$ cat src/rtl/core/pfl_pkg.sv
`default_nettype none

package pfl_pkg;

    // Field widths
    localparam int FREQ_W      = 20;
    localparam int PHASE_W     = 12;
    localparam int LIMIT_W     = 13;
    localparam int RES_W       = 32;
    localparam int PCOUNT_W    = 16;
    localparam int STATUS_W    = 2;
    localparam int CFG_INDEX_W = 1;
    localparam int CFG_DATA_W  = 20;

    // Register indexes
    localparam logic [CFG_INDEX_W-1:0] CFG_MIN_FREQ    = 1'b0;
    localparam logic [CFG_INDEX_W-1:0] CFG_PHASE_LIMIT = 1'b1;

    // Register reset values
    localparam logic [FREQ_W-1:0]  MIN_FREQ_RESET    = 20'd920000;
    localparam logic [LIMIT_W-1:0] PHASE_LIMIT_RESET = 13'd2048;

    // Status codes
    localparam logic [STATUS_W-1:0] ST_OK        = 2'd0;
    localparam logic [STATUS_W-1:0] ST_NO_POINTS = 2'd1;
    localparam logic [STATUS_W-1:0] ST_ZERO_DEN  = 2'd2;
    localparam logic [STATUS_W-1:0] ST_COUNT_SAT = 2'd3;

    // 2*pi * 2^60, rounded up
    localparam logic [63:0] TWO_PI_Q60 = 64'h6487_ED51_10B4_611B;

    // Scale factors: 1/4096 turn per kHz -> rad per MHz in Q16.16 (16000*2pi),
    // and 1/4096 turn -> rad in Q16.16 (16*2pi), both with 2^60 fraction
    localparam int SLOPE_K_W = 77;
    localparam int ICPT_K_W  = 67;
    localparam logic [SLOPE_K_W-1:0] SLOPE_K = SLOPE_K_W'(TWO_PI_Q60) * SLOPE_K_W'(16000);
    localparam logic [ICPT_K_W-1:0]  ICPT_K  = ICPT_K_W'(TWO_PI_Q60) << 4;

    // Divider request select
    localparam logic DIV_SLOPE = 1'b0;
    localparam logic DIV_ICPT  = 1'b1;

    // Multiplier operation (operand pair and result destination)
    typedef enum logic [2:0] {
        OP_NQ,
        OP_FF,
        OP_NX,
        OP_FP,
        OP_PQ,
        OP_FX,
        OP_SK,
        OP_IK
    } op_t;

    typedef struct packed {
        logic accept;
        logic clear;
        logic mul_start;
        op_t  mul_op;
        logic div_start;
        logic div_sel;
        logic out_load;
    } pfl_cmd_t;

    typedef struct packed {
        logic mul_busy;
        logic mul_done;
        logic div_busy;
        logic div_done;
        logic d_zero;
    } pfl_sts_t;

endpackage

`default_nettype wire

$ cat src/rtl/core/pfl_ctrl.sv
`default_nettype none

// Sequencer: accumulate while idle, then walk the fit through the shared
// multiplier and divider and hand the result to the output register.
module pfl_ctrl (
    input  wire logic              clk,
    input  wire logic              rst_n,
    input  wire logic              in_valid,
    output logic                   in_ready,
    input  wire logic              last,
    output logic                   out_valid,
    input  wire logic              out_ready,
    output pfl_pkg::pfl_cmd_t      cmd,
    input  wire pfl_pkg::pfl_sts_t sts
);

    typedef enum logic [12:0] {
        S_IDLE  = 13'b0000000000001,
        S_NQ    = 13'b0000000000010,
        S_FF    = 13'b0000000000100,
        S_CHECK = 13'b0000000001000,
        S_NX    = 13'b0000000010000,
        S_FP    = 13'b0000000100000,
        S_PQ    = 13'b0000001000000,
        S_FX    = 13'b0000010000000,
        S_SK    = 13'b0000100000000,
        S_DIVS  = 13'b0001000000000,
        S_IK    = 13'b0010000000000,
        S_DIVI  = 13'b0100000000000,
        S_OUT   = 13'b1000000000000
    } state_t;

    state_t state_reg;
    state_t state_next;
    logic   launch_reg;
    logic   out_valid_reg;
    logic   accept;

    assign in_ready  = (state_reg == S_IDLE);
    assign accept    = in_valid & in_ready;
    assign out_valid = out_valid_reg;

    // Next state and commands
    always_comb
    begin
        state_next    = state_reg;
        cmd           = '0;
        cmd.mul_op    = pfl_pkg::OP_NQ;
        cmd.accept    = accept;
        cmd.div_sel   = pfl_pkg::DIV_SLOPE;
        unique case (state_reg) inside
            S_IDLE:
            begin
                if (accept && last)
                    state_next = S_NQ;
            end
            S_NQ, S_FF, S_NX, S_FP, S_PQ, S_FX, S_SK, S_IK:
            begin
                unique case (state_reg)
                    S_NQ:    cmd.mul_op = pfl_pkg::OP_NQ;
                    S_FF:    cmd.mul_op = pfl_pkg::OP_FF;
                    S_NX:    cmd.mul_op = pfl_pkg::OP_NX;
                    S_FP:    cmd.mul_op = pfl_pkg::OP_FP;
                    S_PQ:    cmd.mul_op = pfl_pkg::OP_PQ;
                    S_FX:    cmd.mul_op = pfl_pkg::OP_FX;
                    S_SK:    cmd.mul_op = pfl_pkg::OP_SK;
                    default: cmd.mul_op = pfl_pkg::OP_IK;
                endcase
                cmd.mul_start = launch_reg;
                if (!launch_reg && sts.mul_done)
                begin
                    unique case (state_reg)
                        S_NQ:    state_next = S_FF;
                        S_FF:    state_next = S_CHECK;
                        S_NX:    state_next = S_FP;
                        S_FP:    state_next = S_PQ;
                        S_PQ:    state_next = S_FX;
                        S_FX:    state_next = S_SK;
                        S_SK:    state_next = S_DIVS;
                        default: state_next = S_DIVI;
                    endcase
                end
            end
            S_CHECK:
            begin
                state_next = sts.d_zero ? S_OUT : S_NX;
            end
            S_DIVS:
            begin
                cmd.mul_op    = pfl_pkg::OP_SK;
                cmd.div_start = launch_reg;
                cmd.div_sel   = pfl_pkg::DIV_SLOPE;
                if (!launch_reg && sts.div_done)
                    state_next = S_IK;
            end
            S_DIVI:
            begin
                cmd.mul_op    = pfl_pkg::OP_IK;
                cmd.div_start = launch_reg;
                cmd.div_sel   = pfl_pkg::DIV_ICPT;
                if (!launch_reg && sts.div_done)
                    state_next = S_OUT;
            end
            S_OUT:
            begin
                if (!out_valid_reg || out_ready)
                begin
                    cmd.out_load = 1'b1;
                    cmd.clear    = 1'b1;
                    state_next   = S_IDLE;
                end
            end
            default:
            begin
                state_next = S_IDLE;
            end
        endcase
    end

    // State, launch flag and result valid
    always_ff @(posedge clk or negedge rst_n)
    begin
        if (!rst_n)
        begin
            state_reg     <= S_IDLE;
            launch_reg    <= 1'b0;
            out_valid_reg <= 1'b0;
        end
        else
        begin
            state_reg  <= state_next;
            launch_reg <= (state_next != state_reg);
            if (cmd.out_load)
                out_valid_reg <= 1'b1;
            else if (out_ready)
                out_valid_reg <= 1'b0;
        end
    end

`ifndef ASSERT_OFF
    a_mul_start_idle: assert property (@(posedge clk) disable iff (!rst_n)
        cmd.mul_start |-> !sts.mul_busy)
        else $error("multiplier started while busy");

    a_div_start_idle: assert property (@(posedge clk) disable iff (!rst_n)
        cmd.div_start |-> !sts.mul_busy && !sts.div_busy)
        else $error("divider started while a unit is busy");

    a_last_stops_input: assert property (@(posedge clk) disable iff (!rst_n)
        (in_valid && in_ready && last) |=> !in_ready)
        else $error("input still open after last request");

    a_load_sets_valid: assert property (@(posedge clk) disable iff (!rst_n)
        cmd.out_load |=> out_valid)
        else $error("result load did not raise valid");

    a_units_exclusive: assert property (@(posedge clk) disable iff (!rst_n)
        sts.mul_done |-> !sts.div_busy)
        else $error("multiplier and divider active together");
`endif

endmodule

`default_nettype wire

$ cat config.mk
export PLATFORM = sky130hd
export DESIGN_NAME = pfl_ctrl
export DESIGN_NICKNAME = d
export VERILOG_FILES = /design/src/rtl/core/pfl_pkg.sv /design/src/rtl/core/pfl_ctrl.sv
export SDC_FILE = /design/constraint.sdc
export NUM_CORES = 1
export LEC_CHECK = 0
export BUFFER_PORTS_ARGS = -buffer_cell sky130_fd_sc_hd__buf_2
export CAP_MARGIN = 25
export CELL_PAD_IN_SITES_DETAIL_PLACEMENT = 1
export CELL_PAD_IN_SITES_GLOBAL_PLACEMENT = 1
export CORE_ASPECT_RATIO = 1.2
export CORE_UTILIZATION = 35
export CTS_BUF_LIST = sky130_fd_sc_hd__clkbuf_4
export DETAILED_ROUTE_END_ITERATION = 7
export PLACE_DENSITY_LB_ADDON = 0.1
export SLEW_MARGIN = 20
export SYNTH_ARGS = -nofsm -noshare
export SYNTH_HDL_FRONTEND = slang
export SYNTH_SLANG_ARGS = --single-unit
$ cat constraint.sdc
create_clock -name clk -period 2.8 [get_ports clk]
set_clock_uncertainty 0.1 [all_clocks]
set_input_delay 0.42 -clock clk [delete_from_list [all_inputs] [get_ports clk]]
set_output_delay 0.42 -clock clk [all_outputs]
set_load 0.02 [all_outputs]
After elaboration in Yosys (flattened, before gate mapping)
Index checks and enable logic that the tools add are counted.
- output and inout port bits: 11
- bits of input ports: 10
- register bits: 15
- logic and storage cells: 42
- bitwise gates (word level): 1
- reductions and logical operators: 8
- multiplexer cells: 16
- equal/unequal tests: 14
- operators with widths (operator ; count):
    one-hot mux 12 bit (7 select lines) ; 1
    2-to-1 mux 13 bit ; 6
    one-hot mux 13 bit (6 select lines) ; 1
    one-hot mux 3 bit (7 select lines) ; 1
    equality test 13 x 1 -> 1 bit, second input constant ; 1
    equality test 13 x 10 -> 1 bit, second input constant ; 1
    equality test 13 x 11 -> 1 bit, second input constant ; 1
    equality test 13 x 12 -> 1 bit, second input constant ; 1
    equality test 13 bit, second input constant ; 1
    equality test 13 x 2 -> 1 bit, second input constant ; 1
    equality test 13 x 3 -> 1 bit, second input constant ; 1
    equality test 13 x 4 -> 1 bit, second input constant ; 1
    equality test 13 x 5 -> 1 bit, second input constant ; 1
    equality test 13 x 6 -> 1 bit, second input constant ; 1
    equality test 13 x 7 -> 1 bit, second input constant ; 1
    equality test 13 x 8 -> 1 bit, second input constant ; 1
    equality test 13 x 9 -> 1 bit, second input constant ; 1
    inequality test 13 bit ; 1
    one-hot mux 3 bit (3 select lines) ; 1
    OR reduction 8 bit ; 1
    2-to-1 mux 1 bit ; 5
    one-hot mux 2 bit (2 select lines) ; 1
    logical AND 1 bit ; 3
    logical NOT 1 bit ; 2
    other kinds (3) ; 3

Logic depth before layout (Yosys ltp)
- word-level depth: 6
- gate-level depth with buffers: 8
- gate-level depth less buffers: 6

Worst setup path before layout
No wires, ideal clock.
- path kind: flip-flop to output port
- start point: reg state_reg[8]
- end point: out cmd[5] (netlist name)
- arrival: 2.192 ns
- buffers on the path: 2
- cell stages (with the launch flop): 9
- setup slack: 0.088 ns
- required time: 2.280 ns
- cell sequence: dfrtp_1 buf_6 or4_4 nor4b_2 o21ai_1 and3_1 buf_6 nor2b_4 a21oi_1
- RTL lines (item ; RTL line ; RTL):
    start, declared ; pfl_ctrl.sv:33 ; state_t state_reg;
    start signal, assigned ; pfl_ctrl.sv:131 ; state_reg <= state_next;
    end, declared ; pfl_ctrl.sv:13 ; output pfl_pkg::pfl_cmd_t cmd,

==> impl_metrics.json <==
{
  "yosysMostFrequentCell": "nand2_1",
  "required_ns": 2.28,
  "min_delay_path_depth": 2,
  "io_pins": 21,
  "die_x_microns": 55.9,
  "grt_pass1_vias": 1223,
  "start_util_pct": 36.5,
  "synth_top_cell_area_share_pct": 28.7,
  "synth_nets": 153,
  "syn_avg_cell_area_sq_um": 8.53,
  "clock_sinks": 15,
  "worst_slack_ns": 0.0360,
  "ys.flop_type": "dfrtp_1",
  "hpwl_microns": 2650,
  "yosysUniqueCellTypes": 51,
  "port_buffers": 18,
  "crit_type": "flop to output port",
  "slew_violations": 0,
  "die_area_sq_um": 3730,
  "tightest_slew_ns": 0.516,
  "drtIter0Drc": 32,
  "fmaxAchievable_mhz": 362,
  "drc_errors": 0,
  "diodes": 0,
  "dr_total_vias": 1204,
  "ys_seq_elements": 15,
  "grt.total_usage_pct": 20.8,
  "firstDrtPassIters": 4,
  "syn_inst": 143,
  "rows": 23,
  "end_kind": "output port",
  "postRouteWirelength_microns": 3690,
  "post-route-period-util_pct": 98.7,
  "async_reset_ff_share_pct": 100,
  "crit_arrival_ns": 2.24,
  "cts_root_buffer": "clkbuf_4",
  "numCtsBuffers": 3,
  "yosysTopAreaCell": "dfrtp_1",
  "yosysSeqAreaShare_pct": 30.9,
  "grt-ovfl-total": 0,
  "syn-cell-area_sq_um": 1220,
  "grt_pass1_wl_microns": 5950,
  "synth_edf_count": 0,
  "largest_reg_flops": 13,
  "setup_viol": 0,
  "h-tree-depth": 1,
  "ctsLongestPathBuffers": 2,
  "p_leak_nw": 0.693,
  "hold_ws_ns": 0.297,
  "area_delta_synth_final_pct": 23.1,
  "cap_violations": 0,
  "gp_congestion": 0.852,
  "finalNetCount": 182,
  "r2r_setup_slack_ns": 0.51,
  "synth_area_leaders": "dfrtp_1, nand2_1, nor2_1",
  "relSlewSlack_pct": 65.6,
  "place_area_sq_um": 1330,
  "yosys_warnings": 0,
  "clk_latency_ns": 0.29,
  "status": "complete, no violations",
  "die_h_microns": 66.7,
  "final_cells": 208,
  "critPathMaxFanout": 3,
  "clkTransAtPathRegs_ns": 0.10,
  "drtAntennaViolNets": 0,
  "core_area_sq_um": 3340,
  "crit_path_start_kind": "flop",
  "design_area_sq_um": 1500,
  "grt_max_degree": 16,
  "ys_top_cells_by_count": "nand2_1, nor2_1, dfrtp_1",
  "antenna_found_initial": 0,
  "hold_viol": 0,
  "layout-drive-gt1-share_pct": 38.0,
  "avgViaCountPerCell": 5.79,
  "period_needed_ns": 2.76,
  "p_per_area_nw_per_um2": 495,
  "holdCritPathClass": "input pin to flop",
  "placedCellCount": 198,
  "worst_r2r_path_depth": 9,
  "cts_tree": "built",
  "dp_slack_ns": 0.215,
  "wire_per_inst_microns": 17.7,
  "peakVddDrop_v": 0.000251,
  "grt_setup_unrepaired": "true"
}
-- per-stage QoR --
| step | TNS, ns | util, % | power (mW) |
|---|---|---|---|
| after global placement | 0 | 39.9 | 0.561 |
| final | 0 | 45.0 | 0.743 |
| after detailed placement | 0 | 39.9 | 0.568 |
| after floorplan | 0 | - | 0.484 |
| after global routing | -0.0462 | 45.0 | 0.785 |
| after CTS | 0 | 42.5 | 0.724 |
-- cells by family after synthesis --
family / count (synthesis) / synth area share (%)
AOI/OAI and AO/OA: 26 / 14.4
xor gates and xnor gates: 6 / 4.31
buffers and inverters: 14 / 10.1
DFF: 15 / 30.9
and+or+nand+nor: 82 / 40.4
-- cells in the final DEF, fill, tap and decap left out, drive strengths merged, types with 3 or more instances in the layout --
| master | netlist | layout |
|---|---|---|
| a21oi | 9 | 9 |
| nand2b | 3 | 3 |
| nand4 | 4 | 4 |
| buf | 8 | 35 |
| clkbuf | 4 | 4 |
| nand3 | 9 | 9 |
| dfrtp | 14 | 14 |
| nand2 | 16 | 16 |
| nor2 | 16 | 16 |
| nor4 | 6 | 6 |
| and3 | 3 | 3 |
| o21ai | 5 | 5 |
| and2 | 3 | 3 |
| nor2b | 3 | 3 |
| nor3 | 4 | 4 |
| xnor2 | 4 | 4 |
-- final timing paths --
| check | to | startpoint |
|---|---|---|
| min | state_reg[1] | in_valid |
| max in group asynchronous | state_reg[0] | rst_n |
| max reg2reg | state_reg[10] | state_reg[8] |
| min reg2reg | out_valid | out_valid |
| min in group asynchronous | state_reg[10] | rst_n |
| max | cmd[4] | state_reg[8] |
-- routing by layer --
layer	vias up	global-route usage [%]	part of all wire, %
met2	22	37.2	52
met3	7	2.33	2.3
met5	-	0	0
met4	0	7.93	1.9
li1	583	-	-
met1	592	25.7	44
-- worst max-delay path, stage by stage, from the launching register on --
cell and delay, ns:
dfrtp_1 0.40, or4_4 0.59, nor4b_4 0.24, o21ai_2 0.09
and3_4 0.19, nor2b_4 0.13, a31oi_2 0.15, buf_4 0.16
-- report_power, final --
| part | internal (mW) | leakage, nW | total [mW] | switching (mW) |
|---|---|---|---|---|
| combinational | 0.132 | 0.475 | 0.329 | 0.197 |
| sequential | 0.239 | 0.200 | 0.272 | 0.0331 |
| clock | 0.0651 | 0.0184 | 0.142 | 0.0767 |
-- cell type report --
cell class	instances	area [sq um]
multi-input combinational	114	806
inverter	2	7.51
fill	422	1840
tap	37	46.3
clock buffer	4	30.0
sequential	15	379
timing repair buffer	36	233
-- timing repair --
action	4_1_cts	5_1_grt
hold buffers	1	0
setup buffers	3	2
resized for setup	6	13
endpoints found under the hold margin	14	0
setup endpoints to repair	3	6
pin swaps	4	2
Note: power is estimated with default switching activity, not from simulation.
